<file path="src/hdl/assert_macros.svh">
// Assertion helpers for the files that check their own logic.
// Each macro samples on the rising edge of clk and is quiet while rst_n is low.
`ifndef ASSERT_MACROS_SVH
`define ASSERT_MACROS_SVH

// A condition that must hold at every checked edge.
`define DMCPU_ASSERT(label, prop, msg) \
    label: assert property (@(posedge clk) disable iff (!rst_n) (prop)) else $error(msg);

// A trigger that must be followed by a consequence in the next cycle.
`define DMCPU_ASSERT_NEXT(label, trig, cons, msg) \
    label: assert property (@(posedge clk) disable iff (!rst_n) (trig) |=> (cons)) \
        else $error(msg);

`endif

</file>
<file path="src/hdl/dmcpu_pkg.sv">
package dmcpu_pkg;

    localparam int MEM_DEPTH_DEF = 4096;

    // Item operations.
    localparam logic [1:0] OP_WRITE  = 2'd0;
    localparam logic [1:0] OP_READ   = 2'd1;
    localparam logic [1:0] OP_EXEC   = 2'd2;
    localparam logic [1:0] OP_SET_PC = 2'd3;

    // Result status codes.
    localparam logic [1:0] ST_RUN   = 2'd0;
    localparam logic [1:0] ST_WAIT  = 2'd1;
    localparam logic [1:0] ST_HALT  = 2'd2;
    localparam logic [1:0] ST_FAULT = 2'd3;

    // Instruction opcodes (low two decimal digits of the instruction word).
    localparam logic [6:0] OPC_ADD = 7'd1;
    localparam logic [6:0] OPC_MUL = 7'd2;
    localparam logic [6:0] OPC_IN  = 7'd3;
    localparam logic [6:0] OPC_OUT = 7'd4;
    localparam logic [6:0] OPC_JT  = 7'd5;
    localparam logic [6:0] OPC_JF  = 7'd6;
    localparam logic [6:0] OPC_LT  = 7'd7;
    localparam logic [6:0] OPC_EQ  = 7'd8;

    // Reciprocals for the decimal split. x / 100 for x below 2**31 is
    // (x * RECIP_100) >> 38; x / 10 for x below 2**25 is (x * RECIP_10_A) >> 29;
    // x / 10 for x below 2**22 is (x * RECIP_10_B) >> 26.
    localparam logic [31:0] RECIP_100  = 32'd2748779070;
    localparam logic [25:0] RECIP_10_A = 26'd53687092;
    localparam logic [22:0] RECIP_10_B = 23'd6710887;

    typedef struct packed {
        logic [1:0]         operation;
        logic [11:0]        address;
        logic signed [31:0] write_data;
        logic               input_valid;
        logic signed [31:0] input_value;
    } cmd_word_t;

    typedef struct packed {
        logic [1:0]         status;
        logic signed [31:0] read_data;
        logic               output_valid;
        logic signed [31:0] output_value;
        logic               input_taken;
        logic [11:0]        counter_now;
    } rsp_word_t;

    typedef enum logic [3:0] {
        S_IDLE,
        S_READ,
        S_FETCH,
        S_DEC0,
        S_DEC1,
        S_DEC2,
        S_DEC3,
        S_EXEC,
        S_DONE
    } seq_state_t;

    // Everything the execute stage needs about one decoded instruction.
    typedef struct packed {
        logic [6:0]  opcode;
        logic        instr_neg;
        logic        mode1;
        logic        mode2;
        logic [31:0] pc;
        logic [31:0] p1;
        logic [31:0] p2;
        logic [31:0] p3;
        logic [31:0] a_ind;
        logic [31:0] b_ind;
        logic        in_valid;
        logic [31:0] in_value;
    } exec_in_t;

    // What the execute stage commits.
    typedef struct packed {
        logic [1:0]  status;
        logic        mem_we;
        logic [31:0] mem_addr;
        logic [31:0] mem_wdata;
        logic        pc_we;
        logic [31:0] pc_next;
        logic        out_valid;
        logic [31:0] out_value;
        logic        taken;
    } exec_out_t;

endpackage

</file>
<file path="src/hdl/dmcpu_exec.sv">
module dmcpu_exec #(
    parameter int MEM_DEPTH = dmcpu_pkg::MEM_DEPTH_DEF
) (
    input  dmcpu_pkg::exec_in_t  ex,
    output dmcpu_pkg::exec_out_t res
);
    import dmcpu_pkg::*;

    localparam logic [31:0] DEPTH32 = 32'(MEM_DEPTH);

    logic [31:0] pc1, pc2, pc3, pc4;
    logic [31:0] a_val, b_val, prod, arith, jump_next;
    logic        ok_a, ok_b, ok_p1, ok_p2, ok_p3, ok_p4, jump, op_valid;

    assign pc1 = ex.pc + 32'd1;
    assign pc2 = ex.pc + 32'd2;
    assign pc3 = ex.pc + 32'd3;
    assign pc4 = ex.pc + 32'd4;
    assign ok_p1 = pc1 < DEPTH32;
    assign ok_p2 = pc2 < DEPTH32;
    assign ok_p3 = pc3 < DEPTH32;
    assign ok_p4 = pc4 < DEPTH32;

    // Immediate mode takes the parameter, position mode the word it names.
    assign a_val = ex.mode1 ? ex.p1 : ex.a_ind;
    assign b_val = ex.mode2 ? ex.p2 : ex.b_ind;
    assign ok_a  = ok_p1 && (ex.mode1 || ex.p1 < DEPTH32);
    assign ok_b  = ok_p2 && (ex.mode2 || ex.p2 < DEPTH32);

    assign prod = a_val * b_val;
    assign jump = (ex.opcode == OPC_JT) ? (a_val != 32'd0) : (a_val == 32'd0);
    assign jump_next = jump ? b_val : pc3;
    assign op_valid = (ex.opcode >= OPC_ADD) && (ex.opcode <= OPC_EQ);

    always_comb
    begin
        unique case (ex.opcode)
            OPC_ADD: arith = a_val + b_val;
            OPC_MUL: arith = prod;
            OPC_LT:  arith = {31'd0, $signed(a_val) < $signed(b_val)};
            default: arith = {31'd0, a_val == b_val};
        endcase
    end

    always_comb
    begin
        res = '0;
        res.status = ST_RUN;
        priority if (ex.instr_neg || !op_valid)
        begin
            res.status = ST_HALT;
        end
        else if (ex.opcode == OPC_IN)
        begin
            if (!ok_p1 || ex.p1 >= DEPTH32 || !ok_p2)
                res.status = ST_FAULT;
            else if (!ex.in_valid)
                res.status = ST_WAIT;
            else
            begin
                res.mem_we    = 1'b1;
                res.mem_addr  = ex.p1;
                res.mem_wdata = ex.in_value;
                res.pc_we     = 1'b1;
                res.pc_next   = pc2;
                res.taken     = 1'b1;
            end
        end
        else if (!ok_a)
        begin
            res.status = ST_FAULT;
        end
        else if (ex.opcode == OPC_OUT)
        begin
            if (!ok_p2)
                res.status = ST_FAULT;
            else
            begin
                res.pc_we     = 1'b1;
                res.pc_next   = pc2;
                res.out_valid = 1'b1;
                res.out_value = a_val;
            end
        end
        else if (!ok_b)
        begin
            res.status = ST_FAULT;
        end
        else if (ex.opcode == OPC_JT || ex.opcode == OPC_JF)
        begin
            if (jump_next >= DEPTH32)
                res.status = ST_FAULT;
            else
            begin
                res.pc_we   = 1'b1;
                res.pc_next = jump_next;
            end
        end
        else if (!ok_p3 || ex.p3 >= DEPTH32 || !ok_p4)
        begin
            res.status = ST_FAULT;
        end
        else
        begin
            res.mem_we    = 1'b1;
            res.mem_addr  = ex.p3;
            res.mem_wdata = arith;
            res.pc_we     = 1'b1;
            res.pc_next   = pc4;
        end
    end

endmodule
</file>
<file path="config.mk">
export PLATFORM = sky130hd
export DESIGN_NAME = dmcpu_exec
export DESIGN_NICKNAME = d
export VERILOG_FILES = /design/src/hdl/assert_macros.svh /design/src/hdl/dmcpu_pkg.sv /design/src/hdl/dmcpu_exec.sv
export SDC_FILE = /design/constraint.sdc
export NUM_CORES = 2
export LEC_CHECK = 0
export BUFFER_PORTS_ARGS = -buffer_cell sky130_fd_sc_hd__buf_4
export CORE_MARGIN = 8
export CORE_UTILIZATION = 61
export DETAILED_ROUTE_END_ITERATION = 8
export PLACE_DENSITY = 0.95
export SLEW_MARGIN = 0
export SYNTH_ARGS = -nofsm -noshare
export SYNTH_HDL_FRONTEND = slang
export SYNTH_SLANG_ARGS = --single-unit
</file>
<file path="constraint.sdc">
create_clock -name vclk -period 20.9
set_input_delay 2.09 -clock vclk [all_inputs]
set_output_delay 2.09 -clock vclk [all_outputs]
set_load 0.005 [all_outputs]
</file>
## After elaboration in Yosys (flattened, before gate mapping)

Cells that the tools add are included.

| cells by class | value |
|---|---|
| add/subtract/negate cells | 5 |
| multipliers | 1 |
| div/mod/pow operators | 0 |
| $lt $le $gt $ge | 12 |
| equal/unequal tests | 8 |
| shift-type cells | 0 |
| mux-type cells | 39 |
| bitwise gates (word level) | 0 |
| reduce and logical (&&, ||, !) cells | 18 |

Operators by type and width:

| cell | count |
|---|---|
| 98-bit 2-to-1 mux | 10 |
| 32-bit by 13-bit less-than comparator with 1-bit output (second input constant) | 6 |
| 33-bit 2-to-1 mux | 5 |
| 132-bit 2-to-1 mux | 1 |
| 131-bit 2-to-1 mux | 1 |
| 65-bit 2-to-1 mux | 2 |
| 100-bit 2-to-1 mux | 1 |
| 32-bit by 13-bit >= comparator with 1-bit output (second input constant) | 3 |
| 32-bit 2-to-1 mux | 3 |
| 32-bit one-hot mux with 3 select lines | 1 |
| 66-bit 2-to-1 mux | 1 |
| 32-bit by 2-bit adder with 32-bit output (second input constant) | 2 |
| 32-bit by 1-bit adder with 32-bit output (second input constant) | 1 |
| 32-bit by 3-bit adder with 32-bit output (second input constant) | 1 |
| 32-bit adder | 1 |
| 32-bit equality test | 1 |
| 32-bit zero test | 1 |
| 32-bit less-than comparator | 1 |
| 32-bit by 32-bit multiplier with 32-bit output | 1 |
| 32-bit nonzero test | 1 |
| 7-bit by 3-bit equality test with 1-bit output (second input constant) | 4 |
| 2-bit 2-to-1 mux | 9 |
| 7-bit by 2-bit equality test with 1-bit output (second input constant) | 2 |
| 1-bit logical OR | 8 |
| other kinds (6) | 16 |

| storage, ports and cells | value |
|---|---|
| register bits | 0 |
| latch bits | 0 |
| memory bits (writable) | 0 |
| memory bits (read-only) | 0 |
| input bits | 235 |
| output and inout bits | 134 |
| logic and storage cells | 83 |
| memories kept | 0 |

## Logic depth before layout (Yosys ltp)

| depth | value |
|---|---|
| word-level depth | 18 |
| gate-level depth with buffers | 36 |
| depth with buffers taken out | 32 |

## Worst setup path before layout

Ideal clock, no wire load.

| timing | value |
|---|---|
| path kind | input to output |
| from | input port ex[226] in the netlist's numbering |
| to | output port res[98] in the netlist's numbering |
| arrival time | 10.533 ns |
| required time | 18.810 ns |
| path slack | 8.277 ns |
| cell stages on the path | 31 |
| buffers on the path | 4 |
| path through | buf_2 > buf_1 > buf_1 > mux2i_1 > clkbuf_1 > nor2_1 > fa_1 > fa_1 > fa_1 > inv_1 > fa_1 > inv_1 > fa_1 > fa_1 > fa_1 > inv_1 > fa_1 > inv_1 > ha_1 > and4_1 > and3_1 > and2_1 > a31o_2 > a21oi_1 > o21ai_0 > a21o_1 > a21o_1 > a221oi_1 > xnor2_1 > a21oi_1 > o21ai_1 |

RTL lines:

| item | line | text |
|---|---|---|
| start: declaration | dmcpu_exec.sv:4 | `input dmcpu_pkg::exec_in_t ex,` |
| end: declaration | dmcpu_exec.sv:5 | `output dmcpu_pkg::exec_out_t res` |

==> metrics.cfg <==
[logic_synthesis]
yosysTopAreaCell=fa_1
synth_area_leaders=fa_1, ha_1, inv_1
syn_inst=2869
synth_area_sq_mm=0.0223
synth_cell_types=82
synth_area_per_cell_sq_um=7.78
seq_area_frac_synth_pct=0
synth.top_cell.area_share_pct=36.7
ys_warn_count=0

[placed_design]
port-buffer-count=329
dp_hpwl_microns=76600
gp_congestion=1.12
placed_cell_area_sq_mm=0.0252
pre_cts_ws_ns=7.32

[sta]
final.period_utilization_pct=68.3
fmax_mhz=70.1
worst_slack_ns=6.63
rsz0062_at_grt=false
fin_tns_setup_ns=0
setup_viol=0
tightest_slew_ns=1.10
whs_ns=4.47
slew_violations=0
hold_violations=0
worst_slew_margin_rel_pct=27.0
fin_crit_ns=14.27

[critical_path]
cpMostUsedCell=fa_1
crit_family=adder cells
path_class=in -> out
slowest_stage=a21oi_1
crit_path_end_kind=output port
cp.required_ns=18.81
cp_data_arrival_time_ns=12.18
cp-start-kind=input port
cp_max_fo=33
critPathMaxStageDelay_ns=0.88
crit_buf_inv=10

[worst_hold_path]
hold_path_end=res[99]
min_path_type=in -> out
hold_path_startpoint=ex[97]
hold_depth=3

[global_routing]
use_met2_pct=67.4
gr-usage-met1_pct=49.9
antenna_found_initial=9
grtUsageTotal_pct=44.2
grt_pass1_vias=24564
grt-ovfl-total=0
grt_max_degree=40
use_met3_pct=16.3
grt_most_used_layer=met2
grt_pass1_wl_microns=146000

[floorplan]
dieArea_sq_mm=0.0430
num_rows=70
core_area_sq_mm=0.0363
start_util_pct=61.4
die_w_microns=207
design.portCount=369
die_h_microns=207

[routing]
num_vias=23037
firstDrtPassIters=8
ant_nets=0
routed_wl_microns=96800
post-route-drc-count=0
drt-wirelength-per-cell_microns=26.9
drt_iter0_drc=3301
viasPerCell=6.39

[cells_and_area]
postLayoutCellArea_sq_mm=0.0252
final.clkbuf_count=0
area_delta_synth_final_pct=13.0
drive_gt1_share_pct=13.9
nets=3968
seqCellArea_sq_um=0
seq_cells=0

[job]
drv_cap=0

[clock_network]
ctsResizeCount=0
cts_setup_buffers=0
ctsHoldBuffers=0

[outcome]
status=finished clean

==> how the worst max path moves through the flow <==
stage	from	endpoint	slack, ns	cells after the start
global route	ex[226]	res[98]	6.34	33
CTS	ex[225]	res[98]	7.31	33
finish	ex[225]	res[98]	6.63	33
floorplan	ex[226]	res[98]	8.28	31
detailed placement	ex[225]	res[98]	7.32	33
global placement	ex[226]	res[98]	7.59	33
==> worst min-delay path: cells and delay by family <==
kind | cells | cell delay, ns
buffers and inverters | 2 | 0.18
AOI/OAI and AO/OA | 1 | 0.11
==> cell type report <==
cell class	instances	area, sq um
multi-input cells	2190	19600
diodes	5	12.5
repair buffers	386	2900
inverters	555	2080
fillers	2876	11100
well taps	468	586
==> cell usage after synthesis (all sizes together), types with 7 or more instances <==
| master | number |
|---|---|
| a31oi | 13 |
| nand3 | 37 |
| a21o | 18 |
| nor3 | 37 |
| o21a | 10 |
| fa | 409 |
| nand2b | 13 |
| nor2 | 452 |
| and3 | 11 |
| buf | 72 |
| mux2 | 7 |
| clkinv | 22 |
| xor2 | 36 |
| xnor2 | 127 |
| a211oi | 13 |
| or2 | 7 |
| nand4 | 35 |
| or4 | 11 |
| a21oi | 77 |
| nand2 | 277 |
| and4 | 8 |
| o22ai | 33 |
| o21bai | 15 |
| o21ai | 46 |
| o211ai | 7 |
| o31ai | 13 |
| nor4 | 45 |
| a22o | 36 |
| a22oi | 8 |
| nor2b | 15 |
| and2 | 12 |
| clkbuf | 91 |
| mux2i | 72 |
| ha | 191 |
| inv | 533 |
==> kinds of logic (layout without fill, tap and decap cells) <==
| kind of cell | after synthesis | after routing | share of synthesized area (%) |
|---|---|---|---|
| AO/OA/AOI/OAI | 330 | 330 | 10.0 |
| XOR/XNOR | 163 | 163 | 6.40 |
| adder cells (fa/ha/maj) | 600 | 600 | 47.4 |
| buffers and inverters | 718 | 941 | 13.1 |
| multiplexers | 79 | 79 | 3.58 |
| other | 1 | 45 | 0.0168 |
| AND/OR/NAND/NOR | 978 | 978 | 19.5 |
==> routing by layer <==
layer	up-vias	part of all wire [%]
met2	2107	43
met3	681	16
met5	-	0.070
li1	9492	-
met4	10	10
met1	10747	31
==> cells in the final DEF (no fill, tap or decap), drive strengths merged, types with 8 or more instances in the layout <==
cell type	Yosys	routed
a21oi	77	77
o21ai	46	46
nand3	37	37
nor2b	15	15
o22ai	33	33
o21a	10	10
mux2i	72	72
nor4	45	45
conb	1	40
ha	191	191
a211oi	13	13
nand2	277	277
o31ai	13	13
a21o	18	18
a31oi	13	13
a22oi	8	8
and4	8	8
inv	533	533
xnor2	127	127
fa	409	409
xor2	36	36
or4	11	11
and2	12	12
nor3	37	37
nand2b	13	13
buf	72	386
and3	11	11
nor2	452	452
clkinv	22	22
a22o	36	36
nand4	35	35
o21bai	15	15
==> stage by stage <==
stage / util (%) / std cells
6_report: 69.4 / 3604
5_1_grt: 69.3 / 3601
4_1_cts: 69.3 / 3599
3_5_place_dp: 69.3 / 3599
3_3_place_gp: 69.3 / 3599
2_1_floorplan: - / 2908
